**config.mk**
```make
export PLATFORM = sky130hd
export DESIGN_NAME = mod_prime_byte_hash_fold_core_flat
export DESIGN_NICKNAME = d
export VERILOG_FILES = /design/src/hw/rtl/mpbh_pkg.sv /design/src/hw/rtl/mpbh_if.sv /design/src/hw/rtl/mpbh_modadd.sv /design/src/hw/rtl/mpbh_file_track.sv /design/src/hw/rtl/mod_prime_byte_hash_fold_core.sv /design/src/flat_wrapper.sv
export SDC_FILE = /design/constraint.sdc
export NUM_CORES = 1
export LEC_CHECK = 0
export BUFFER_PORTS_ARGS = -buffer_cell sky130_fd_sc_hd__buf_2
export CAP_MARGIN = 40
export CORE_MARGIN = 1.5
export CORE_UTILIZATION = 35
export CTS_CLUSTER_SIZE = 10
export DETAILED_ROUTE_END_ITERATION = 10
export MAX_ROUTING_LAYER = met4
export SLEW_MARGIN = 15
export SYNTH_ARGS = -nofsm -noshare
export SYNTH_HDL_FRONTEND = slang
export SYNTH_HIERARCHICAL = 1
export SYNTH_SLANG_ARGS = --single-unit
export TNS_END_PERCENT = 100
```
**constraint.sdc**
```tcl
create_clock -name clk -period 6.2 [get_ports clk]
set_input_delay 0 -clock clk [delete_from_list [all_inputs] [get_ports clk]]
set_output_delay 0 -clock clk [all_outputs]
set_load 0.01 [all_outputs]
```
**src/hw/rtl/mpbh_pkg.sv**
```systemverilog
// shared constants, types and header table of the byte hash fold block
package mpbh_pkg;

  localparam int MOD_W = 50;
  localparam logic [MOD_W-1:0] HASH_PRIME = 50'd953467954114363;

  localparam int BYTE_W = 8;
  localparam int MAX_FILE_BYTES = 512;
  localparam int POS_W = $clog2(MAX_FILE_BYTES + 1);
  localparam int FILE_BYTES_W = 10;
  localparam int TOTAL_W = 32;

  localparam int HDR_BYTES = 6;
  localparam int MIN_HEADER_BYTES = 8;

  localparam int MUL_STEPS = MOD_W;
  localparam int STEP_W = $clog2(MUL_STEPS);

  typedef struct packed {
    logic [BYTE_W-1:0] data_byte;
    logic              last_byte;
  } in_item_t;

  typedef struct packed {
    logic [MOD_W-1:0]        file_residue;
    logic [MOD_W-1:0]        fleet_product;
    logic [FILE_BYTES_W-1:0] file_bytes;
    logic                    header_ok;
    logic [TOTAL_W-1:0]      total_bytes;
  } out_item_t;

  // sequencer to file tracker
  typedef struct packed {
    logic              accept;
    logic              finish;
    logic [BYTE_W-1:0] data_byte;
  } trk_ctrl_t;

  // file tracker to sequencer
  typedef struct packed {
    logic               below_max;
    logic [POS_W-1:0]   pos;
    logic               header_ok;
    logic [TOTAL_W-1:0] total_sat;
  } trk_status_t;

  // expected header: magic word then little-endian load address
  function automatic logic [BYTE_W-1:0] hdr_byte(input logic [2:0] idx);
    logic [BYTE_W-1:0] b;
    case (idx)
      3'd0:    b = 8'h41;
      3'd1:    b = 8'h4E;
      3'd2:    b = 8'h4B;
      3'd3:    b = 8'h48;
      3'd4:    b = 8'h00;
      3'd5:    b = 8'h01;
      default: b = 8'h00;
    endcase
    return b;
  endfunction

endpackage

```
**src/hw/rtl/mpbh_if.sv**
```systemverilog
// valid/ready channel interfaces for byte input and result output
interface mpbh_in_if;
  logic                valid;
  logic                ready;
  mpbh_pkg::in_item_t  data;

  modport source (output valid, output data, input ready);
  modport sink (input valid, input data, output ready);
endinterface

interface mpbh_out_if;
  logic                valid;
  logic                ready;
  mpbh_pkg::out_item_t data;

  modport source (output valid, output data, input ready);
  modport sink (input valid, input data, output ready);
endinterface

```
**src/hw/rtl/mpbh_modadd.sv**
```systemverilog
// shared modular adder: (x + y + cin) mod prime for x, y below the prime
module mpbh_modadd (
  input  logic [mpbh_pkg::MOD_W-1:0] x,
  input  logic [mpbh_pkg::MOD_W-1:0] y,
  input  logic                       cin,
  output logic [mpbh_pkg::MOD_W-1:0] sum
);

  logic [mpbh_pkg::MOD_W:0] raw;
  logic [mpbh_pkg::MOD_W:0] red;

  always_comb begin
    raw = {1'b0, x} + {1'b0, y} + {{mpbh_pkg::MOD_W{1'b0}}, cin};
    red = raw - {1'b0, mpbh_pkg::HASH_PRIME};
    // raw stays below twice the prime, so one subtract is enough
    if (raw >= {1'b0, mpbh_pkg::HASH_PRIME}) begin
      sum = red[mpbh_pkg::MOD_W-1:0];
    end else begin
      sum = raw[mpbh_pkg::MOD_W-1:0];
    end
  end

endmodule

```
**src/hw/rtl/mpbh_file_track.sv**
```systemverilog
// per-file byte count, header check and saturating byte total
module mpbh_file_track (
  input  logic                  clk,
  input  logic                  rst,
  input  mpbh_pkg::trk_ctrl_t   ctrl,
  output mpbh_pkg::trk_status_t status
);

  logic [mpbh_pkg::POS_W-1:0]   pos;
  logic                         hdr_match;
  logic [mpbh_pkg::TOTAL_W-1:0] total;
  logic [mpbh_pkg::TOTAL_W:0]   total_sum;

  always_comb begin
    total_sum = {1'b0, total} + (mpbh_pkg::TOTAL_W + 1)'(pos);
    status.below_max = pos < mpbh_pkg::POS_W'(mpbh_pkg::MAX_FILE_BYTES);
    status.pos = pos;
    status.header_ok = hdr_match && (pos >= mpbh_pkg::POS_W'(mpbh_pkg::MIN_HEADER_BYTES));
    status.total_sat = total_sum[mpbh_pkg::TOTAL_W] ? '1 : total_sum[mpbh_pkg::TOTAL_W-1:0];
  end

  always_ff @(posedge clk) begin
    if (rst) begin
      pos <= '0;
      hdr_match <= 1'b1;
      total <= '0;
    end else if (ctrl.finish) begin
      pos <= '0;
      hdr_match <= 1'b1;
      total <= status.total_sat;
    end else if (ctrl.accept && status.below_max) begin
      if (pos < mpbh_pkg::POS_W'(mpbh_pkg::HDR_BYTES) &&
          ctrl.data_byte != mpbh_pkg::hdr_byte(pos[2:0])) begin
        hdr_match <= 1'b0;
      end
      pos <= pos + 1'b1;
    end
  end

endmodule

```
**src/hw/rtl/mod_prime_byte_hash_fold_core.sv**
```systemverilog
// top level: sequencer around one shared modular adder for hash and fold
//
//   channel    | dir | payload                                     | transaction
//   byte_ch    | in  | data_byte, last_byte                        | one file byte
//   result_ch  | out | file_residue, fleet_product, file_bytes,    | one per file end
//              |     | header_ok, total_bytes                      |
//
// a byte inside the buffer is accepted, then takes 8 passes of the modular
// adder, one input bit each; a byte past the buffer takes no adder pass.
// a last byte adds 100 adder passes (double and add per multiplier bit) and a
// load of the output register; byte_ch.ready stays low meanwhile.
// the output register lets the next file start while a result waits; the
// sequencer holds before the load only if that result is still not taken.
// reset is synchronous; it clears the residue, counts and the result valid and sets the product to one.
module mod_prime_byte_hash_fold_core (
  input  logic        clk,
  input  logic        rst,
  mpbh_in_if.sink     byte_ch,
  mpbh_out_if.source  result_ch
);

  localparam logic [2:0] S_IDLE = 3'd0;
  localparam logic [2:0] S_BYTE = 3'd1;
  localparam logic [2:0] S_DBL  = 3'd2;
  localparam logic [2:0] S_ADD  = 3'd3;
  localparam logic [2:0] S_OUT  = 3'd4;

  logic [2:0]                         state;
  logic [mpbh_pkg::STEP_W-1:0]        step;
  logic [mpbh_pkg::BYTE_W-1:0]        byte_reg;
  logic                               last_reg;
  logic [mpbh_pkg::MOD_W-1:0]         residue;
  logic [mpbh_pkg::MOD_W-1:0]         product;
  logic [mpbh_pkg::MOD_W-1:0]         acc;
  logic [mpbh_pkg::MOD_W-1:0]         mbits;
  logic                               out_valid;
  mpbh_pkg::out_item_t                out_data;

  logic [mpbh_pkg::MOD_W-1:0]         ux;
  logic [mpbh_pkg::MOD_W-1:0]         uy;
  logic                               ucin;
  logic [mpbh_pkg::MOD_W-1:0]         usum;
  logic [mpbh_pkg::MOD_W-1:0]         start_val;
  logic [mpbh_pkg::MOD_W-1:0]         fold_start;
  logic [mpbh_pkg::MOD_W-1:0]         fold_res;
  logic                               accept;
  logic                               load_out;

  mpbh_pkg::trk_ctrl_t                trk_ctrl;
  mpbh_pkg::trk_status_t              trk_status;

  assign byte_ch.ready = (state == S_IDLE);
  assign accept = byte_ch.valid && byte_ch.ready;
  assign load_out = (state == S_OUT) && (!out_valid || result_ch.ready);

  assign result_ch.valid = out_valid;
  assign result_ch.data = out_data;

  assign trk_ctrl.accept = accept;
  assign trk_ctrl.finish = load_out;
  assign trk_ctrl.data_byte = byte_ch.data.data_byte;

  mpbh_file_track u_track (
    .clk    (clk),
    .rst    (rst),
    .ctrl   (trk_ctrl),
    .status (trk_status)
  );

  // operand select for the shared adder
  always_comb begin
    ux = acc;
    uy = '0;
    ucin = 1'b0;
    unique case (state)
      S_BYTE: begin
        ux = residue;
        uy = residue;
        ucin = byte_reg[step[2:0]];
      end
      S_DBL: begin
        uy = acc;
      end
      S_ADD: begin
        uy = mbits[mpbh_pkg::MOD_W-1] ? product : '0;
      end
      default: begin
        uy = '0;
      end
    endcase
  end

  mpbh_modadd u_add (
    .x   (ux),
    .y   (uy),
    .cin (ucin),
    .sum (usum)
  );

  // zero residue folds in as one
  always_comb begin
    start_val = (state == S_BYTE) ? usum : residue;
    fold_start = (start_val == '0) ? mpbh_pkg::MOD_W'(1) : start_val;
    fold_res = (residue == '0) ? mpbh_pkg::MOD_W'(1) : residue;
  end

  always_ff @(posedge clk) begin
    if (rst) begin
      state <= S_IDLE;
      step <= '0;
      residue <= '0;
      product <= mpbh_pkg::MOD_W'(1);
      out_valid <= 1'b0;
    end else begin
      if (load_out) begin
        out_valid <= 1'b1;
      end else if (result_ch.valid && result_ch.ready) begin
        out_valid <= 1'b0;
      end
      unique case (state)
        S_IDLE: begin
          if (accept) begin
            byte_reg <= byte_ch.data.data_byte;
            last_reg <= byte_ch.data.last_byte;
            if (trk_status.below_max) begin
              state <= S_BYTE;
              step <= mpbh_pkg::STEP_W'(mpbh_pkg::BYTE_W - 1);
            end else if (byte_ch.data.last_byte) begin
              acc <= '0;
              mbits <= fold_start;
              step <= mpbh_pkg::STEP_W'(mpbh_pkg::MUL_STEPS - 1);
              state <= S_DBL;
            end
          end
        end
        S_BYTE: begin
          residue <= usum;
          if (step == '0) begin
            if (last_reg) begin
              acc <= '0;
              mbits <= fold_start;
              step <= mpbh_pkg::STEP_W'(mpbh_pkg::MUL_STEPS - 1);
              state <= S_DBL;
            end else begin
              state <= S_IDLE;
            end
          end else begin
            step <= step - 1'b1;
          end
        end
        S_DBL: begin
          acc <= usum;
          state <= S_ADD;
        end
        S_ADD: begin
          acc <= usum;
          mbits <= {mbits[mpbh_pkg::MOD_W-2:0], 1'b0};
          if (step == '0) begin
            state <= S_OUT;
          end else begin
            step <= step - 1'b1;
            state <= S_DBL;
          end
        end
        S_OUT: begin
          if (load_out) begin
            product <= acc;
            residue <= '0;
            state <= S_IDLE;
          end
        end
        default: begin
          state <= S_IDLE;
        end
      endcase
    end
  end

  always_ff @(posedge clk) begin
    if (load_out) begin
      out_data.file_residue <= fold_res;
      out_data.fleet_product <= acc;
      out_data.file_bytes <= mpbh_pkg::FILE_BYTES_W'(trk_status.pos);
      out_data.header_ok <= trk_status.header_ok;
      out_data.total_bytes <= trk_status.total_sat;
    end
  end

  a_residue_reduced: assert property (@(posedge clk) disable iff (rst)
    residue < mpbh_pkg::HASH_PRIME)
    else $error("residue not reduced below the prime");

  a_product_nonzero: assert property (@(posedge clk) disable iff (rst)
    product != '0 && product < mpbh_pkg::HASH_PRIME)
    else $error("running product zero or unreduced");

  a_last_stalls: assert property (@(posedge clk) disable iff (rst)
    (byte_ch.valid && byte_ch.ready && byte_ch.data.last_byte) |=> !byte_ch.ready)
    else $error("input taken while the fold of a last byte is pending");

  a_result_nonzero: assert property (@(posedge clk) disable iff (rst)
    result_ch.valid |-> (result_ch.data.file_residue != '0 &&
                         result_ch.data.fleet_product != '0))
    else $error("result carries a zero residue or product");

endmodule
```
**src/flat_wrapper.sv**
```systemverilog
// flat-port wrapper written by rule: the top's interface ports become plain ports
module mod_prime_byte_hash_fold_core_flat 
  (clk, rst, byte_ch_valid, byte_ch_data, byte_ch_ready, result_ch_valid, result_ch_data, result_ch_ready);
  mpbh_in_if byte_ch_i ();
  mpbh_out_if result_ch_i ();
  input  logic clk;
  input  logic rst;
  input wire logic [$bits(byte_ch_i.valid)-1:0] byte_ch_valid;
  input wire logic [$bits(byte_ch_i.data)-1:0] byte_ch_data;
  output wire logic [$bits(byte_ch_i.ready)-1:0] byte_ch_ready;
  output wire logic [$bits(result_ch_i.valid)-1:0] result_ch_valid;
  output wire logic [$bits(result_ch_i.data)-1:0] result_ch_data;
  input wire logic [$bits(result_ch_i.ready)-1:0] result_ch_ready;
  assign byte_ch_i.valid = byte_ch_valid;
  assign byte_ch_i.data = byte_ch_data;
  assign byte_ch_ready = byte_ch_i.ready;
  assign result_ch_valid = result_ch_i.valid;
  assign result_ch_data = result_ch_i.data;
  assign result_ch_i.ready = result_ch_ready;
  mod_prime_byte_hash_fold_core u_core (.clk(clk), .rst(rst), .byte_ch(byte_ch_i), .result_ch(result_ch_i));
endmodule
```
==> results by group, run 1 <==
STA
  – Final setup TNS: -0.0380 ns
  – Final worst-path cycle share: 101%
  – Finish-stage setup viols: 1
  – Setup Skew: 0.0193 ns
  – Slew headroom: 33.0%
  – Crit path time final: 6.24 ns
  – Hold Vio Cnt, Final: 0
  – Slew Viols, Final: 0
  – RSZ-0062 raised after global routing: true
  – Max Clk Rate: 160 MHz
  – Worst Slack Setup Final: -0.0380 ns
  – Worst Max-Slew Pin Slew: 0.992 ns

Floorplan
  – Core Footprint: 64700 um^2
  – Die Y: 259 um
  – Row count: 93
  – Horiz. Die Dim: 259 um
  – Initial Util: 35.5%
  – Die area: 67200 um^2
  – Total I/O pin count: 158

Logic synthesis
  – Yosys top cell area share: 32.9%
  – Syn Nets: 2581
  – Mapped cell area: 23000 um^2
  – Mapped Avg Cell Area: 9.20 um^2
  – #FFs+latches synth: 405
  – Yosys cell types: 110
  – Seq/Total Area, Yosys: 46.2%
  – Yosys warns: 6
  – Post-synth EDFFs: 252
  – Top FF cell, synth: edfxtp_1
  – Area contributors post-synth: edfxtp_1 (33%), dfxtp_1 (13%), nand2_1 (8.1%)
  – Yosys top cell by area: edfxtp_1
  – Synth async-reset ratio: 0%
  – Post-synthesis cell count: 2498

Setup path
  – Reg2Reg Depth: 27
  – Required time of the critical path: 6.61 ns
  – Highest cell delay on the worst timing path: 0.41 ns
  – Critical path class: reg -> reg
  – Startpoint types: register
  – CP most frequent cell: buf_4
  – CP Capture Type: register
  – CP max-delay cell: fa_2
  – CP Data Arrival Time: 6.65 ns
  – Crit path max fanout: 4

Global routing
  – Initial antenna violation count: 1
  – Total grt overflow: 0
  – Gr usage total: 21.6%
  – Largest net degree at the start of global routing: 93
  – Vias in the first global route: 20000
  – First-pass GRT wire length: 112000 um

Route
  – DR vias/cell: 5.40
  – Routed len/inst: 19.2 um
  – Drt initial violations: 1507
  – DRT antenna net count: 0
  – Vias: 20200
  – Final WL: 71900 um
  – DRC viols: 0
  – Initial DRT Pass Iterations: 9

Clock tree
  – CTS buffer count: 48
  – CTS tree: yes
  – CTS H-Tree Depth: 2
  – CTS clk-pin slew, worst paths: 0.05 ns
  – Clk root buf: clkbuf_16
  – CTS Sinks: 405
  – Clk Latency, worst-skew pair: 0.58 ns
  – Clk buf depth: 3

Run status
  – Status: finished with violations
  – Failing checks: setup timing

Pwr
  – Comb pwr share: 30.9%
  – Internal power: 5.68 mW
  – Clock power share: 31.5%
  – Net Sw Frac: 31.8%
  – Sequential share of power: 37.6%
  – P_leak: 11.4 nW
  – PwrDens: 289 nW/um^2
  – Net Sw Power: 2.65 mW
  – Worst VDD drop: 0.176 mV

Placed design
  – Port bufs: 157
  – DP HPWL: 51300 um
  – Post-DP Area: 26400 um^2
  – Gpl congestion: 0.916

Finish
  – Area Growth Syn to Fin: 25.3%
  – Inserted Diodes: 0
  – Max reg flops: 143
  – Layout cells sized above 1: 23.8%
  – NumNets Final: 2937
  – Layout fillers: 6374
  – Design area: 28800 um^2

Worst hold path
  – Class of the worst hold path: in -> reg
  – Hold path cells: 2

Job
  – Max-cap violations: 0
## worst max-delay path: cells and delay by family (launching register included)
| family | cells | cell delay [ns] |
|---|---|---|
| DFF | 1 | 0.33 |
| xor gates and xnor gates | 2 | 0.44 |
| AOI/OAI and AO/OA | 12 | 2.56 |
| buffers and inverters | 4 | 0.64 |
| adders and majority gates | 2 | 0.79 |
| and+or+nand+nor | 7 | 1.30 |
## cell usage after synthesis (37+ instances only)
cell	number
a222oi_1	50
clkbuf_1	159
xnor2_1	68
dfxtp_1	153
a21oi_1	225
nor2_1	99
xor2_1	39
a21o_1	37
nand2_1	499
and2_1	77
mux2i_1	53
o21ai_0	105
o21ai_1	38
edfxtp_1	252
ha_1	67
inv_1	87
nor4_1	37
## what timing repair did
action,in CTS,in global routing
setup endpoints to repair,9,57
cloned,2,1
resized for setup,34,62
buffers inserted,9,28
hold endpoints to repair,47,0
hold buffers,13,0
pin swaps,33,51
## stage by stage
step	utilization [%]	setup slack [ns]	cells	hold slack (ns)	power (mW)
CTS	43.8	-0.130	3719	0.163	8.30
global route	44.5	-0.297	3746	0.182	8.73
detailed placement	40.8	-0.352	3608	0.195	5.55
finish	44.5	-0.0380	3746	0.180	8.33
global placement	40.7	-0.291	3600	0.198	5.51
floorplan	-	-0.0605	2498	0.0989	4.46
## layer usage
layer  routed length (um)  global-route usage [%]
met1                30800                    26.6
met2                35300                    36.1
met4                 2250                    7.56
met5                    0                       -
met3                 3660                    3.17
## power groups by stage
stage	clock network, mW	logic (mW)	registers, mW
2_1_floorplan	0	1.33	3.13
4_1_cts	2.70	2.47	3.13
5_1_grt	2.80	2.78	3.14
6_report	2.62	2.58	3.13
3_3_place_gp	0	2.34	3.18
3_5_place_dp	0	2.37	3.18
## final timing paths
kind / from / endpoint / slack, ns
worst max-delay path: u_core/state[2]$_SDFFE_PP0P_ / u_core/mbits[0]$_SDFFCE_PP0P_ / -0.04
worst min-delay path: byte_ch_data[5] / u_core/byte_reg[4]$_DFFE_PP_ / 0.18
worst max register to register: u_core/state[2]$_SDFFE_PP0P_ / u_core/mbits[0]$_SDFFCE_PP0P_ / -0.04
worst min register to register: u_core/product[43]$_SDFFE_PP0P_ / u_core/product[43]$_SDFFE_PP0P_ / 0.46
## area by class of cell
| type | count | area (um^2) | area share [%] |
|---|---|---|---|
| multi-input combinational | 1805 | 11600 | 40.3 |
| clock buffer | 85 | 1430 | 4.97 |
| tap | 855 | 1070 | 3.71 |
| timing repair buffer | 506 | 3700 | 12.8 |
| inverter | 88 | 338 | 1.17 |
| clock inverter | 2 | 10.0 | 0.0348 |
| sequential | 405 | 10600 | 36.9 |
## layout by cell type (no fill, tap or decap), types with 25 or more instances in the layout
cell type  instances
nor3_1            28
buf_2            159
nand2_1          499
nand4_1           34
nor4_1            28
dfxtp_1          149
buf_4            308
o21ai_1           31
a21oi_1          220
clkbuf_16         51
o21ai_0          103
nand3_1           25
xor2_1            35
ha_1              63
edfxtp_1         252
mux2i_1           52
nor2_1            96
xnor2_1           60
clkbuf_1          30
a222oi_1          50
inv_1             87
a21o_1            37
and2_1            76
## logic make-up after synthesis
logic type	share of synthesized area (%)
multiplexers	2.60
AND/OR/NAND/NOR	19.0
adder cells (fa/ha/maj)	3.91
buffers and inverters	5.14
flip-flops	46.2
XOR/XNOR	4.15
AO/OA/AOI/OAI	18.9
Power figures use the tool's default switching activity.
==> run 2: changes to the inputs <==
--- a/config.mk
+++ b/config.mk
@@ -12,9 +12,10 @@
 export CTS_CLUSTER_SIZE = 10
 export DETAILED_ROUTE_END_ITERATION = 10
 export MAX_ROUTING_LAYER = met4
+export REMOVE_ABC_BUFFERS = 1
 export SLEW_MARGIN = 15
 export SYNTH_ARGS = -nofsm -noshare
 export SYNTH_HDL_FRONTEND = slang
 export SYNTH_HIERARCHICAL = 1
 export SYNTH_SLANG_ARGS = --single-unit
-export TNS_END_PERCENT = 100
+export TNS_END_PERCENT = 5
==> results by group, run 2 (synthesis gave the netlist of run 1 again) <==
Run status
  – Status: finished with violations
  – Failing checks: setup timing

Worst hold path
  – Hold path cells: 2
  – Class of the worst hold path: in -> reg

Pwr
  – Internal power: 5.70 mW
  – Net Sw Frac: 32.5%
  – Net Sw Power: 2.74 mW
  – Comb pwr share: 31.6%
  – Final Total Pwr: 8.44 mW
  – Sequential share of power: 37.1%
  – Clock power share: 31.3%
  – P_leak: 11.3 nW
  – Worst VDD drop: 0.178 mV
  – PwrDens: 294 nW/um^2

Finish
  – Most frequent cells in the layout: nand2_1 (499), buf_4 (291), edfxtp_1 (252), a21oi_1 (217), buf_2 (158)
  – Util after Layout: 44.4%
  – Design area: 28700 um^2
  – Max reg flops: 143
  – Layout cells sized above 1: 23.5%
  – NumNets Final: 2914
  – Area Growth Syn to Fin: 24.8%
  – Inserted Diodes: 0
  – Commonest non-fill, non-tap cell in the layout: nand2_1

Clock tree
  – CTS clk-pin slew, worst paths: 0.06 ns
  – Clk root buf: clkbuf_16
  – Clk buf depth: 3
  – CTS buffer count: 49
  – CTS Sinks: 405
  – CTS tree: yes
  – Clk Latency, worst-skew pair: 0.58 ns
  – CTS H-Tree Depth: 2

Setup path
  – CP Capture Type: register
  – Startpoint types: register
  – Crit path max fanout: 8
  – CP Data Arrival Time: 6.75 ns
  – CP max-delay cell: mux4_2
  – Highest cell delay on the worst timing path: 0.51 ns
  – Required time of the critical path: 6.62 ns
  – Critical path class: reg -> reg
  – Reg2Reg Depth: 29
  – CP most frequent cell: buf_4

Placed design
  – Port bufs: 157
  – Post-DP Area: 26300 um^2
  – Gpl congestion: 0.994
  – Dpl ws: -0.339 ns
  – DP HPWL: 52000 um

Route
  – Routed len/inst: 19.9 um
  – DRT antenna net count: 0
  – Initial DRT Pass Iterations: 8
  – Vias: 20300
  – DR vias/cell: 5.45
  – Final WL: 74100 um
  – DRC viols: 0
  – Drt initial violations: 1694

STA
  – Slew Viols, Final: 0
  – Finish-stage setup viols: 1
  – Slew headroom: 30.1%
  – Crit path time final: 6.33 ns
  – Worst Slack Setup Final: -0.127 ns
  – Final worst-path cycle share: 102%
  – Max Clk Rate: 158 MHz
  – Worst Max-Slew Pin Slew: 1.04 ns
  – Setup Skew: 0.0207 ns
  – Final setup TNS: -0.127 ns
  – Hold Vio Cnt, Final: 0
  – RSZ-0062 raised after global routing: true

Global routing
  – First-pass GRT wire length: 114000 um
  – Gr usage total: 22.1%
  – Largest net degree at the start of global routing: 116
  – Total grt overflow: 0
  – Initial antenna violation count: 0
  – Vias in the first global route: 20000

Job
  – Max-cap violations: 0

Floorplan
  – Core Footprint: 64700 um^2
  – Die Y: 259 um
  – Row count: 93
  – Total I/O pin count: 158
  – Initial Util: 35.5%
  – Horiz. Die Dim: 259 um
  – Die area: 67200 um^2
==> run 2: cell types whose count changed in the layout (fill, tap and decap cells not counted), sizes merged, moves of 2 or more <==
| cell | change |
|---|---|
| buf | -23 |
| clkbuf | -2 |
| clkdlybuf4s15 | -2 |
| clkinvlp | +2 |
==> run 2: repair_timing <==
item / CTS / global route
hold buffers: 12 / 0
setup endpoints to repair: 12 / 59
cloned: 2 / 1
pin swaps: 21 / 38
hold endpoints to repair: 55 / 0
setup buffers: 9 / 15
resized for setup: 41 / 59
==> run 2: final cells by class <==
cell class,count,area (um^2)
timing repair buffer,482,3480
multi-input combinational,1805,11700
inverter,88,338
fill,6285,36000
clock inverter,6,63.8
clock buffer,83,1380
tap,855,1070
sequential,405,10600
==> run 2: metrics by stage <==
| step | instances | hold slack [ns] |
|---|---|---|
| after floorplan | 2298 | 0.0691 |
| after global placement | 3592 | 0.197 |
| after detailed placement | 3596 | 0.200 |
| after CTS | 3708 | 0.136 |
| after global routing | 3724 | 0.159 |
| final | 3724 | 0.173 |
==> run 2: metal layers <==
layer | vias to the layer above | wire, um | global-route usage [%]
li1 | 9668 | - | -
met1 | 9784 | 31600 | 27.8
met2 | 713 | 35200 | 36.1
met3 | 124 | 4920 | 3.50
met4 | 0 | 2400 | 7.48
met5 | - | 0 | -
==> run 2: worst max-delay path, delay by kind of cell (launching register included) <==
kind	cells	cell delay [ns]
AND/OR/NAND/NOR	10	1.59
flip-flops	1	0.36
buffers and inverters	6	0.88
AO/OA/AOI/OAI	8	1.58
adder cells (fa/ha/maj)	2	0.82
XOR/XNOR	1	0.18
multiplexers	2	0.72
==> run 2: power groups by stage <==
stage               clock (mW)  sequential (mW)  combinational, mW
finish                    2.65             3.13               2.67
global route              2.82             3.14               2.86
CTS                       2.72             3.12               2.54
detailed placement           0             3.18               2.43
global placement             0             3.18               2.41
floorplan                    0             3.14               1.26
==> run 2: final timing paths <==
kind	from	endpoint	slack (ns)
worst min register to register	u_core/product[5]$_SDFFE_PP0P_	u_core/product[5]$_SDFFE_PP0P_	0.46
worst max register to register	u_core/step[0]$_SDFFE_PP0P_	u_core/mbits[0]$_SDFFCE_PP0P_	-0.13
worst max-delay path	u_core/step[0]$_SDFFE_PP0P_	u_core/mbits[0]$_SDFFCE_PP0P_	-0.13
worst min-delay path	byte_ch_data[8]	u_core/byte_reg[7]$_DFFE_PP_	0.17
